File: config.mk
export PLATFORM = sky130hd
export DESIGN_NAME = gps_utc_to_local_time_date_top
export DESIGN_NICKNAME = d
export VERILOG_FILES = /design/src/hdl/gutld_pkg.sv /design/src/hdl/gutld_core.sv /design/src/hdl/gps_utc_to_local_time_date_top.sv
export VERILOG_INCLUDE_DIRS = /design/src /design/src/hdl
export SDC_FILE = /design/constraint.sdc
export NUM_CORES = 1
export LEC_CHECK = 0
export BUFFER_PORTS_ARGS = -buffer_cell sky130_fd_sc_hd__buf_2
export CAP_MARGIN = 20
export CORE_ASPECT_RATIO = 1.2
export CORE_UTILIZATION = 60
export CTS_CLUSTER_SIZE = 25
export DETAILED_ROUTE_END_ITERATION = 8
export PLACE_DENSITY = 0.85
export RECOVER_POWER = 100
export SYNTH_ARGS = -nofsm -noshare
export SYNTH_HDL_FRONTEND = slang
export SYNTH_SLANG_ARGS = --single-unit
File: constraint.sdc
create_clock -name i_clk -period 11.7 [get_ports i_clk]
set_input_delay 1.17 -clock i_clk [delete_from_list [all_inputs] [get_ports i_clk]]
set_output_delay 1.17 -clock i_clk [all_outputs]
set_load 0.02 [all_outputs]
File: src/hdl/gps_utc_to_local_time_date_top_assert.svh
// ----------------------------------------------------------------------------
// Assertion macros for the UTC to local time converter.
// Each macro expands to one labeled concurrent assertion with its own message.
// ----------------------------------------------------------------------------
`ifndef GPS_UTC_TO_LOCAL_TIME_DATE_TOP_ASSERT_SVH
`define GPS_UTC_TO_LOCAL_TIME_DATE_TOP_ASSERT_SVH

// Same-cycle implication, disabled while reset is held.
`define GUTLD_ASSERT_NOW(lbl, clk, rst_n, ante, cons, msg) \
    lbl: assert property (@(posedge clk) disable iff (!(rst_n)) (ante) |-> (cons)) \
        else $error(msg);

// Next-cycle implication, disabled while reset is held.
`define GUTLD_ASSERT_NEXT(lbl, clk, rst_n, ante, cons, msg) \
    lbl: assert property (@(posedge clk) disable iff (!(rst_n)) (ante) |=> (cons)) \
        else $error(msg);

`endif

File: src/hdl/gutld_pkg.sv
// ----------------------------------------------------------------------------
// gutld_pkg
// Shared types and constants of the UTC to local time and date converter.
// ----------------------------------------------------------------------------
package gutld_pkg;

    // Item kind codes.
    typedef enum logic {
        MODE_TIME = 1'b0,
        MODE_DATE = 1'b1
    } t_mode;

    localparam logic [4:0] HOURS_AHEAD_RST = 5'd8;
    localparam logic [5:0] HOURS_PER_DAY   = 6'd24;
    localparam logic [4:0] LAST_MONTH      = 5'd12;
    localparam logic [7:0] YEARS_PER_CENT  = 8'd100;

    // One input word.
    typedef struct packed {
        t_mode      mode;
        logic [4:0] utc_hour;
        logic [5:0] utc_minute;
        logic [5:0] utc_second;
        logic [4:0] utc_day;
        logic [3:0] utc_month;
        logic [6:0] utc_year;
    } t_in_word;

    // One result word.
    typedef struct packed {
        t_mode      result_kind;
        logic [4:0] local_hour;
        logic [5:0] local_minute;
        logic [5:0] local_second;
        logic       minute_alarm;
        logic [4:0] local_day;
        logic [3:0] local_month;
        logic [6:0] local_year;
    } t_out_word;

    // Tracking state carried from item to item.
    typedef struct packed {
        logic       day_pending;
        logic [3:0] last_digit;
        logic       minute_seen;
    } t_track;

endpackage

File: src/hdl/gutld_core.sv
// ----------------------------------------------------------------------------
// gutld_core
// Combinational conversion of one word: hour offset, minute alarm tracking
// and the one-day date advance with month lengths and leap years.
// ----------------------------------------------------------------------------
module gutld_core (
    input  gutld_pkg::t_in_word  i_word,
    input  logic [4:0]           i_hours_ahead,
    input  gutld_pkg::t_track    i_track,
    output gutld_pkg::t_out_word o_word,
    output gutld_pkg::t_track    o_track
);
    import gutld_pkg::*;

    // Ones digit of a minute value up to 63.
    function automatic logic [3:0] ones_digit(input logic [5:0] m);
        logic [5:0] r;
        begin
            if (m >= 6'd60) begin
                r = m - 6'd60;
            end else if (m >= 6'd50) begin
                r = m - 6'd50;
            end else if (m >= 6'd40) begin
                r = m - 6'd40;
            end else if (m >= 6'd30) begin
                r = m - 6'd30;
            end else if (m >= 6'd20) begin
                r = m - 6'd20;
            end else if (m >= 6'd10) begin
                r = m - 6'd10;
            end else begin
                r = m;
            end
            return r[3:0];
        end
    endfunction

    // Days in a month; years 2000 to 2127, where only 2100 breaks the rule of four.
    function automatic logic [4:0] month_days(input logic [3:0] mon, input logic [6:0] yr);
        logic leap;
        begin
            leap = (yr[1:0] == 2'd0) && (yr != 7'd100);
            case (mon)
                4'd2:    return leap ? 5'd29 : 5'd28;
                4'd4,
                4'd6,
                4'd9,
                4'd11:   return 5'd30;
                default: return 5'd31;
            endcase
        end
    endfunction

    logic [5:0] hour_sum;
    logic [5:0] hour_mod;
    logic       rollover;
    logic [3:0] digit;
    logic       alarm;
    logic [5:0] day_inc;
    logic [4:0] mon_inc;
    logic [4:0] day_new;
    logic [3:0] mon_new;
    logic       yr_carry;
    logic [7:0] yr_sum;
    logic [7:0] yr_new;

    // Hour offset, reduced modulo one day.
    always_comb begin
        hour_sum = {1'b0, i_word.utc_hour} + {1'b0, i_hours_ahead};
        rollover = (hour_sum >= HOURS_PER_DAY);
        if (hour_sum >= {HOURS_PER_DAY[4:0], 1'b0}) begin
            hour_mod = hour_sum - {HOURS_PER_DAY[4:0], 1'b0};
        end else if (rollover) begin
            hour_mod = hour_sum - HOURS_PER_DAY;
        end else begin
            hour_mod = hour_sum;
        end
    end

    // Minute digit alarm.
    always_comb begin
        digit = ones_digit(i_word.utc_minute);
        alarm = !i_track.minute_seen || (digit > i_track.last_digit);
    end

    // Date advance by one day when a rollover is pending.
    always_comb begin
        day_inc  = {1'b0, i_word.utc_day} + 6'd1;
        mon_inc  = {1'b0, i_word.utc_month} + 5'd1;
        day_new  = day_inc[4:0];
        mon_new  = i_word.utc_month;
        yr_carry = 1'b0;
        if (day_inc > {1'b0, month_days(i_word.utc_month, i_word.utc_year)}) begin
            day_new = 5'd1;
            if (mon_inc > LAST_MONTH) begin
                mon_new  = 4'd1;
                yr_carry = 1'b1;
            end else begin
                mon_new = mon_inc[3:0];
            end
        end
        yr_sum = {1'b0, i_word.utc_year} + {7'd0, yr_carry};
        yr_new = (yr_sum >= YEARS_PER_CENT) ? (yr_sum - YEARS_PER_CENT) : yr_sum;
    end

    // Result word and next tracking state.
    always_comb begin
        o_word             = '0;
        o_word.result_kind = i_word.mode;
        o_track            = i_track;
        if (i_word.mode == MODE_TIME) begin
            o_word.local_hour   = hour_mod[4:0];
            o_word.local_minute = i_word.utc_minute;
            o_word.local_second = i_word.utc_second;
            o_word.minute_alarm = alarm;
            o_track.day_pending = rollover;
            if (digit == 4'd9) begin
                o_track.minute_seen = 1'b0;
                o_track.last_digit  = 4'd0;
            end else begin
                o_track.minute_seen = 1'b1;
                o_track.last_digit  = digit;
            end
        end else if (i_track.day_pending) begin
            o_word.local_day   = day_new;
            o_word.local_month = mon_new;
            o_word.local_year  = yr_new[6:0];
        end else begin
            o_word.local_day   = i_word.utc_day;
            o_word.local_month = i_word.utc_month;
            o_word.local_year  = i_word.utc_year;
        end
    end

endmodule

File: src/hdl/gps_utc_to_local_time_date_top.sv
// ----------------------------------------------------------------------------
// gps_utc_to_local_time_date_top
// Converts GPS UTC time and date words to local time and date.
// ----------------------------------------------------------------------------
//  Channel   Direction  Handshake                   Word
//  in        input      i_in_valid / o_in_ready     t_in_word
//  out       output     o_out_valid / i_out_ready   t_out_word
//  cfg       input      i_cfg_valid / o_cfg_ready   hours_ahead, 5 bits
//
//  One word per cycle while the output is not stalled; each word passes
//  an input register and then a result register. The conversion between
//  the two registers is one pass of short logic. A stall on the output
//  holds both registers; the input register refills as soon as the result
//  register moves on. Reset empties both stages, clears the tracking state
//  and loads an offset of eight hours.
// ----------------------------------------------------------------------------
module gps_utc_to_local_time_date_top (
    input  logic                 i_clk,
    input  logic                 i_rst_n,
    input  logic                 i_in_valid,
    output logic                 o_in_ready,
    input  gutld_pkg::t_in_word  i_in_word,
    output logic                 o_out_valid,
    input  logic                 i_out_ready,
    output gutld_pkg::t_out_word o_out_word,
    input  logic                 i_cfg_valid,
    output logic                 o_cfg_ready,
    input  logic [4:0]           i_cfg_data
);
    import gutld_pkg::*;

    `include "gps_utc_to_local_time_date_top_assert.svh"

    logic      r_in_valid;
    t_in_word  r_in_word;
    logic      r_out_valid;
    t_out_word r_out_word;
    logic [4:0] r_hours_ahead;
    t_track    r_track;
    t_track    n_track;
    t_out_word n_out_word;
    logic      advance;

    // Conversion logic between the two registers.
    gutld_core u_core (
        .i_word        (r_in_word),
        .i_hours_ahead (r_hours_ahead),
        .i_track       (r_track),
        .o_word        (n_out_word),
        .o_track       (n_track)
    );

    assign advance     = r_in_valid && (!r_out_valid || i_out_ready);
    assign o_in_ready  = !r_in_valid || advance;
    assign o_out_valid = r_out_valid;
    assign o_out_word  = r_out_word;
    assign o_cfg_ready = 1'b1;

    // Input register.
    always_ff @(posedge i_clk) begin
        if (!i_rst_n) begin
            r_in_valid <= 1'b0;
        end else if (o_in_ready) begin
            r_in_valid <= i_in_valid;
        end
        if (o_in_ready && i_in_valid) begin
            r_in_word <= i_in_word;
        end
    end

    // Result register and tracking state.
    always_ff @(posedge i_clk) begin
        if (!i_rst_n) begin
            r_out_valid <= 1'b0;
            r_track     <= '0;
        end else begin
            if (advance) begin
                r_out_valid <= 1'b1;
                r_track     <= n_track;
            end else if (i_out_ready) begin
                r_out_valid <= 1'b0;
            end
        end
        if (advance) begin
            r_out_word <= n_out_word;
        end
    end

    // Offset register.
    always_ff @(posedge i_clk) begin
        if (!i_rst_n) begin
            r_hours_ahead <= HOURS_AHEAD_RST;
        end else if (i_cfg_valid) begin
            r_hours_ahead <= i_cfg_data;
        end
    end

    // The tracker holds digit zero whenever no minute is being tracked.
    `GUTLD_ASSERT_NOW(a_tracker_clear, i_clk, i_rst_n, !r_track.minute_seen, r_track.last_digit == 4'd0, "minute tracker not cleared")

    // A time result always carries an hour within the day.
    `GUTLD_ASSERT_NOW(a_hour_range, i_clk, i_rst_n, r_out_valid && (r_out_word.result_kind == MODE_TIME), r_out_word.local_hour < HOURS_PER_DAY[4:0], "local hour out of range")

    // Without a pending rollover a date passes through unchanged.
    `GUTLD_ASSERT_NEXT(a_date_pass, i_clk, i_rst_n, advance && (r_in_word.mode == MODE_DATE) && !r_track.day_pending, r_out_word.local_day == $past(r_in_word.utc_day), "date changed without rollover")

    // The input side only stalls when both stages are full and the output is stalled.
    `GUTLD_ASSERT_NOW(a_stall_cause, i_clk, i_rst_n, !o_in_ready, r_in_valid && r_out_valid && !i_out_ready, "input stalled without cause")

endmodule
==> results of run 1 <==
[path summary, 6_finish.rpt]
| path | start | end | slack (ns) | depth (start not counted) |
|---|---|---|---|---|
| worst max-delay path | r_in_word[5] | o_out_word[2] | 6.48 | 22 |
| worst min-delay path | r_hours_ahead[2] | r_hours_ahead[2] | 0.51 | 2 |
| worst max register to register | r_in_word[5] | o_out_word[2] | 6.48 | 22 |
| worst min register to register | r_hours_ahead[2] | r_hours_ahead[2] | 0.51 | 2 |
[synthesized netlist by cell type (all sizes together), types with 3 or more instances]
library cell | number | share of area (%)
nor3b | 4 | 0.69
o31ai | 3 | 0.52
nor3 | 5 | 0.58
xor2 | 4 | 0.81
a311oi | 3 | 0.60
and3 | 5 | 0.95
a21o | 3 | 0.52
nand4b | 3 | 0.60
a21oi | 24 | 2.8
o21ai | 15 | 1.7
or4 | 3 | 0.52
dfxtp | 13 | 6.0
nor2 | 37 | 3.2
and2 | 3 | 0.43
nand2 | 25 | 2.2
nand2b | 6 | 0.86
inv | 20 | 1.7
edfxtp | 69 | 48
ha | 29 | 8.3
a31oi | 8 | 1.2
nor2b | 13 | 1.9
buf | 5 | 0.78
xnor2 | 8 | 2.0
o21a | 3 | 0.52
mux2i | 13 | 3.0
clkbuf | 12 | 1.0
nand3 | 13 | 1.7
[worst max-delay path, stage by stage, from the launching register on]
cell                       delay, ns
sky130_fd_sc_hd__edfxtp_1       0.48
sky130_fd_sc_hd__inv_1          0.12
sky130_fd_sc_hd__nor4b_1        0.29
sky130_fd_sc_hd__a211o_1        0.17
sky130_fd_sc_hd__a21oi_1        0.06
sky130_fd_sc_hd__nor3_1         0.14
sky130_fd_sc_hd__a21oi_1        0.06
sky130_fd_sc_hd__ha_1           0.30
sky130_fd_sc_hd__a221oi_1       0.34
sky130_fd_sc_hd__maj3_1         0.25
sky130_fd_sc_hd__nand2_1        0.11
sky130_fd_sc_hd__nor2_1         0.11
sky130_fd_sc_hd__ha_1           0.23
sky130_fd_sc_hd__ha_1           0.34
sky130_fd_sc_hd__xnor2_1        0.21
sky130_fd_sc_hd__inv_1          0.07
sky130_fd_sc_hd__ha_1           0.17
sky130_fd_sc_hd__or3b_1         0.17
sky130_fd_sc_hd__a31oi_1        0.08
sky130_fd_sc_hd__a221oi_1       0.64
sky130_fd_sc_hd__nor3b_1        0.13
sky130_fd_sc_hd__or4_1          0.42
sky130_fd_sc_hd__a21oi_1        0.15
[logic make-up after synthesis]
family	Yosys count	synth area share, %
simple gates	124	14.8
compound gates	82	12.9
fa+ha+maj	31	9.04
buf+inv	39	3.71
mux	13	2.99
xor+xnor	12	2.85
other cells	1	0.0862
flops	82	53.6
[per-stage QoR]
stage | cells | instance area (um^2) | setup slack (ns) | util [%]
after floorplan | 384 | 4350 | 7.10 | -
after global placement | 535 | 4790 | 6.76 | 69.1
after detailed placement | 535 | 4790 | 6.62 | 69.1
after CTS | 551 | 4990 | 6.58 | 72.0
after global routing | 552 | 4920 | 6.07 | 70.9
final | 552 | 4920 | 6.48 | 70.9
[registers in the layout, summed over array words and instances (netlist names)]
| signal | cells |
|---|---|
| o_out_valid | 1 |
| o_out_word | 35 |
| r_hours_ahead | 5 |
| r_in_valid | 1 |
| r_in_word | 34 |
| r_track | 6 |
[placed cells by master (no fill, tap or decap), types with 8 or more instances in the layout]
cell	synthesis	layout
sky130_fd_sc_hd__clkbuf_8	0	9
sky130_fd_sc_hd__clkbuf_1	12	43
sky130_fd_sc_hd__nand2_1	25	25
sky130_fd_sc_hd__o21ai_0	8	11
sky130_fd_sc_hd__mux2i_1	13	13
sky130_fd_sc_hd__inv_1	20	20
sky130_fd_sc_hd__a31oi_1	8	8
sky130_fd_sc_hd__edfxtp_1	69	69
sky130_fd_sc_hd__nand3_1	11	11
sky130_fd_sc_hd__buf_2	3	40
sky130_fd_sc_hd__dfxtp_1	13	13
sky130_fd_sc_hd__nor2b_1	13	13
sky130_fd_sc_hd__ha_1	29	29
sky130_fd_sc_hd__a21oi_1	23	23
sky130_fd_sc_hd__nor2_1	37	37
[per-layer routing]
layer / global-route usage [%] / part of all wire, % / vias up
li1: - / - / 1560
met1: 29.3 / 40 / 1520
met2: 43.7 / 53 / 124
met3: 3.64 / 5.1 / 18
met4: 14.5 / 2.3 / 0
met5: 0 / 0 / -
[layout make-up]
cell class	instances	area (um^2)	area share, %
clock buffers	10	128	2.59
clock inverters	6	73.8	1.50
inverters	22	82.6	1.68
multi-input cells	263	1840	37.3
flip-flops and latches	82	2330	47.4
well taps	87	109	2.21
repair buffers	82	358	7.27
[report_power, final]
part,leakage [nW],internal (mW),switching [mW]
Combinational,1.02,0.0376,0.0566
Clock,0.0954,0.102,0.107
Sequential,0.773,0.336,0.0149
==> key figures, run 1 <==
Synthesis
  • Fraction of registers with async set or reset after synthesis: 0%
  • Number of enable flip-flop cells after synthesis: slightly below 70
  • Register area share after synthesis: a little over half
  • Number of warnings reported in the yosys synthesis log: 0
  • Post-synthesis cell type count: 62
  • Post-synthesis cell count: 384
  • Total standard cell area after synthesis: 4350 um^2
  • Leading register cell type out of synthesis: sky130_fd_sc_hd__edfxtp_1
  • Post-Synthesis Net Count: 458
  • Avg Synthesized Cell Area: between 10 and 15 um^2
  • Register bit total from synthesis: 82

STA
  • Maximum clock rate: 191 MHz
  • Final setup violation count: 0
  • Setup repair after global routing missed its margin: false
  • Transition at the pin with the smallest max-transition slack: about 1.9 ns
  • Share of the cycle needed by the critical path after routing: ~45%
  • Rel. slew slack: -27.5%
  • Max Slew Vio Count: 64
  • Clock Skews: 0.0102 ns
  • Worst hold slack across all endpoints: between 0.5 and 0.6 ns
  • Final hold vios: 0
  • Time the final worst path needs with I/O delays and setup: between 5 and 6 ns
  • Total negative setup slack: 0 ns

Clock network
  • Num CTS Buffers: 9
  • Cells resized by post-CTS repair: 0
  • Total clock sinks: 82
  • Number of H-tree levels: 3
  • Later-pin clock latency in the skew report: between 0.3 and 0.4 ns
  • Buffers inserted during post-CTS setup optimization: 0
  • CTS tree: built
  • Number of hold-repair buffers added at the cts stage: 0
  • Max Buffers Root-to-Sink: 2
  • Cell chosen for the clock root: sky130_fd_sc_hd__clkbuf_8
  • Clock slew at the register clock pins of the worst setup and hold paths: ~0.09 ns

Critical path
  • Arrival time at the worst endpoint: 5.41 ns
  • Critical path required time: around 12 ns
  • Crit Path Class: reg2reg
  • Crit Path Max Fanout: 6
  • CP Capture Type: flip-flop
  • CP Launch Type: flip-flop

Floorplanning
  • Area of the die: ~7600 um^2
  • Die boundary width: about 80 um
  • I/O pin count: 82
  • Initial standard-cell utilization of the core: a little over three fifths
  • Core region area: ~6900 um^2
  • Vert. Die Dim: between 90 and 100 um
  • Floorplan row count: 33

Detailed routing
  • WL per Instance: 16.4 um
  • Total number of vias: around 3200
  • Via-per-instance ratio: ~6
  • Antenna Violating Nets Remaining: 0
  • DRC violation count after routing: 0
  • Total iterations of the first detailed-routing run: 5
  • Total wire length: ~9000 um
  • Iteration-0 DRC Markers: 204

Pwr
  • PD cells: 133 nW/um^2
  • Worst vdd rail ir drop: 0.0833 mV
  • LEAKAGE: roughly 1.9 nW
  • PnR Total Power: approximately 0.65 mW

Flow run
  • Total of max-cap violations: 2

Outcome
  • Failing checks: max-capacitance violations, max-slew violations
  • Result of the run: finished with violations

Placement
  • I/O Buffers: 80
  • Post-detailed-placement half-perimeter wirelength: ~6400 um
  • Routability congestion estimate: 0.898

Global route
  • Largest net degree at the start of global routing: 37
  • Vias in the first global route: between 3000 and 4000
  • Global-route total usage across every layer: between 20% and 30%
  • Final global-route overflow total: 0
  • Antenna violations before repair: 0
  • Global-route wire length before repair: about 14000 um

Layout
  • FILL cells: 547
  • Layout-stage area growth over the synthesis result: 13.2%
  • Inserted Diodes: 0
  • Fraction of layout instances using a drive strength above 1: a little over an eighth
  • Net count of the finished layout: between 500 and 600

Hold path
  • Path category of the worst min-delay check: reg2reg
No activity file was read; power rests on OpenSTA's default activity.
==> inputs of run 2 (changes only) <==
CORE_UTILIZATION = 56   (was 60)
PLACE_DENSITY = 0.8   (was 0.85)
clock period = 5.3 ns   (was 11.7 ns; I/O delays follow)
==> run 2 against run 1 <==
The run still ends with max-capacitance violations, max-slew violations left. Critical path type unchanged. Final cell count increased by 1.3%. Die area increased by 7.0%. Sequential power increased by 120%. Maximum frequency increased by 5.7%. Critical path depth unchanged. Register-to-register slack got worse by 6.1 ns. Highest routed layer unchanged. Flip-flop and latch count unchanged. Non-clock buffer count increased by 4. Cell area increased by 1.3%. Core utilization decreased by 3.6 points. Count of clock-buffer cells in the layout decreased by 1.
==> key figures, run 2 (same netlist as run 1, synthesis figures left out) <==
Outcome
  • Result of the run: finished with violations (unchanged)
  • Failing checks: max-capacitance violations, max-slew violations (unchanged)

Detailed routing
  • Antenna Violating Nets Remaining: 0 (unchanged)
  • DRC violation count after routing: 0 (unchanged)
  • Iteration-0 DRC Markers: 176 (was 204)
  • Total iterations of the first detailed-routing run: 5 (unchanged)
  • Total number of vias: 3258 (was 3222)
  • Total wire length: 9130 um (was 9040 um)
  • WL per Instance: 16.3 um (was 16.4 um)
  • Via-per-instance ratio: 5.83 (was 5.84)

STA
  • Clock Skews: 0.0107 ns (was 0.0102 ns)
  • Final hold vios: 0 (unchanged)
  • Maximum clock rate: 202 MHz (was 191 MHz)
  • Share of the cycle needed by the critical path after routing: 93.2% (was 44.6%)
  • Max Slew Vio Count: 72 (was 64)
  • Total negative setup slack: 0 ns (unchanged)
  • Time the final worst path needs with I/O delays and setup: 4.94 ns (was 5.22 ns)
  • Slack of the critical path: 0.358 ns (was 6.48 ns)
  • Final setup violation count: 0 (unchanged)
  • Transition at the pin with the smallest max-transition slack: 3.25 ns (was 1.91 ns)
  • Rel. slew slack: -117% (was -27.5%)

Layout
  • Core Util, Final: 67.3% (was 70.9%)
  • Inserted Diodes: 0 (unchanged)
  • Fraction of layout instances using a drive strength above 1: 15.6% (was 13.1%)
  • Storage element area: 2330 um^2 (unchanged)
  • Most common cell after layout, fill and taps aside: sky130_fd_sc_hd__edfxtp_1 (unchanged)
  • Max reg flops: 35 (unchanged)
  • Layout Cells excl Fill: 559 (was 552)
  • FILL cells: 570 (was 547)
  • Net count of the finished layout: 538 (was 534)
  • Area of all placed cells without fillers: 4980 um^2 (was 4920 um^2)
  • Footprint of the multi-input gates: 1870 um^2 (was 1840 um^2)
  • Commonest cells after routing, fill and taps aside: 69 x sky130_fd_sc_hd__edfxtp_1, 42 x sky130_fd_sc_hd__buf_2, 39 x sky130_fd_sc_hd__clkbuf_1 (was 69 x sky130_fd_sc_hd__edfxtp_1, 43 x sky130_fd_sc_hd__clkbuf_1, 40 x sky130_fd_sc_hd__buf_2)
  • Layout-stage area growth over the synthesis result: 14.6% (was 13.2%)

Critical path
  • CP Capture Type: flip-flop (unchanged)
  • RR Endpoint: o_out_word[2] (unchanged)
  • Maximum cell stage delay along the critical path: 0.48 ns (was 0.64 ns)
  • Crit Path Max Fanout: 6 (unchanged)
  • Termination of the worst setup path: o_out_word[2] (unchanged)
  • CP Launch Type: flip-flop (unchanged)
  • Setup slack, reg-to-reg: 0.36 ns (was 6.48 ns)
  • Arrival time at the worst endpoint: 5.15 ns (was 5.41 ns)
  • Cell family with the largest share of critical-path delay: compound AO/OA/AOI/OAI gates (unchanged)
  • Worst reg2reg path startpoint: r_in_word[5] (unchanged)
  • Launch point of the worst path: r_in_word[5] (unchanged)
  • Ordered list of cells on the worst path: inv_1 > nor4b_1 > a211o_1 > a21oi_1 > nor3_1 > a21oi_1 > ha_1 > a221oi_1 > maj3_1 > nand2_1 > nor2_1 > ha_1 > ha_2 > xnor2_1 > inv_1 > ha_1 > or3b_1 > a31oi_1 > a21oi_2 > o21ba_1 > or4_1 > a21oi_1 (was inv_1 > nor4b_1 > a211o_1 > a21oi_1 > nor3_1 > a21oi_1 > ha_1 > a221oi_1 > maj3_1 > nand2_1 > nor2_1 > ha_1 > ha_1 > xnor2_1 > inv_1 > ha_1 > or3b_1 > a31oi_1 > a221oi_1 > nor3b_1 > or4_1 > a21oi_1)
  • Crit Path Class: reg2reg (unchanged)
  • Depth of the critical timing path with buffers and inverters included: 22 (unchanged)
  • Sum of buffers and inverters on the critical path: 2 (unchanged)
  • Master of the slowest instance on the critical path: sky130_fd_sc_hd__edfxtp_1 (was sky130_fd_sc_hd__a221oi_1)
  • Critical path required time: 5.51 ns (was 11.89 ns)
  • Worst-case reg-to-reg path depth: 22 (unchanged)

Global route
  • Final global-route overflow total: 0 (unchanged)
  • Vias in the first global route: 3284 (was 3064)
  • Global-route wire length before repair: 14900 um (was 14200 um)
  • Largest net degree at the start of global routing: 37 (unchanged)
  • Global-route total usage across every layer: 24.7% (was 25.1%)
  • Antenna violations before repair: 0 (unchanged)

Pwr
  • LEAKAGE: 1.91 nW (was 1.89 nW)
  • PD cells: 286 nW/um^2 (was 133 nW/um^2)
  • Worst vdd rail ir drop: 0.168 mV (was 0.0833 mV)

Floorplanning
  • I/O pin count: 82 (unchanged)
  • Initial standard-cell utilization of the core: 58.7% (was 62.7%)
  • Core region area: 7400 um^2 (was 6940 um^2)
  • Vert. Die Dim: 98.5 um (was 95.3 um)
  • Floorplan row count: 34 (was 33)
  • Die boundary width: 82.4 um (was 79.7 um)
  • Area of the die: 8120 um^2 (was 7590 um^2)

Hold path
  • Path category of the worst min-delay check: in2reg (was reg2reg)
  • Cell depth of the worst min-delay path: 1 (was 2)

Flow run
  • Total of max-cap violations: 2 (unchanged)

Placement
  • Setup Slack @ Placement: 0.345 ns (was 6.62 ns)
  • Routability congestion estimate: 0.870 (was 0.898)
  • I/O Buffers: 80 (unchanged)
  • Post-Place Cell Area: 4820 um^2 (was 4790 um^2)
  • Post-detailed-placement half-perimeter wirelength: 6510 um (was 6400 um)
  • Post-Place Cells: 541 (was 535)

Clock network
  • Cell chosen for the clock root: sky130_fd_sc_hd__clkbuf_8 (unchanged)
  • CTS tree: built (unchanged)
  • Number of hold-repair buffers added at the cts stage: 0 (unchanged)
  • Clock slew at the register clock pins of the worst setup and hold paths: 0.10 ns (was 0.09 ns)
  • Number of H-tree levels: 3 (unchanged)
  • Max Buffers Root-to-Sink: 2 (unchanged)
  • Total clock sinks: 82 (unchanged)
  • Num CTS Buffers: 9 (unchanged)
  • Later-pin clock latency in the skew report: 0.36 ns (was 0.35 ns)
run 2: changes by cell type in the layout (fill, tap and decap cells not counted), moves of 2 or more:
cell,previous run,this run
sky130_fd_sc_hd__buf_4,0,5
sky130_fd_sc_hd__clkbuf_1,43,39
sky130_fd_sc_hd__buf_2,40,42
sky130_fd_sc_hd__inv_8,1,3
run 2: worst min-delay path by stage:
stage / startpoint / endpoint / slack [ns]
final: i_in_word[15] / r_in_word[15] / 0.33
after global routing: i_in_word[28] / r_in_word[28] / 0.32
after CTS: i_in_word[18] / r_in_word[18] / 0.32
after detailed placement: r_hours_ahead[4] / r_hours_ahead[4] / 0.49
after global placement: r_hours_ahead[3] / r_hours_ahead[3] / 0.46
after floorplan: r_in_word[33] / o_out_word[34] / 0.42
run 2: metrics by stage:
| step | total power, mW | hold WS [ns] |
|---|---|---|
| after floorplan | 0.932 | 0.424 |
| after global placement | 0.993 | 0.463 |
| after detailed placement | 1.00 | 0.494 |
| after CTS | 1.44 | 0.321 |
| after global routing | 1.49 | 0.316 |
| final | 1.43 | 0.334 |
run 2: what timing repair did:
item | CTS | global route
setup endpoints to repair | 0 | 3
gates resized for setup | 0 | 3
setup buffers | 0 | 2
run 2: final cells by class:
class	instances	area share (%)
Multi-Input combinational cell	263	37.5
Tap cell	90	2.26
Clock buffer	9	2.49
Sequential cell	82	46.8
Inverter	22	1.66
Clock inverter	7	1.33
Timing Repair Buffer	86	7.91
run 2: power by group:
part           internal (mW)  leakage [nW]  switching [mW]
Combinational         0.0861          1.05           0.131
Clock                  0.183        0.0922           0.257
Sequential             0.742         0.773          0.0276
run 2: routing by layer:
layer / vias to the layer above / part of all wire (%) / GRT usage [%]
met2: 121 / 54 / 43.9
met5: - / 0 / 0
met4: 0 / 3.1 / 12.4
met3: 24 / 5.1 / 5.00
met1: 1541 / 38 / 27.1
li1: 1572 / - / -
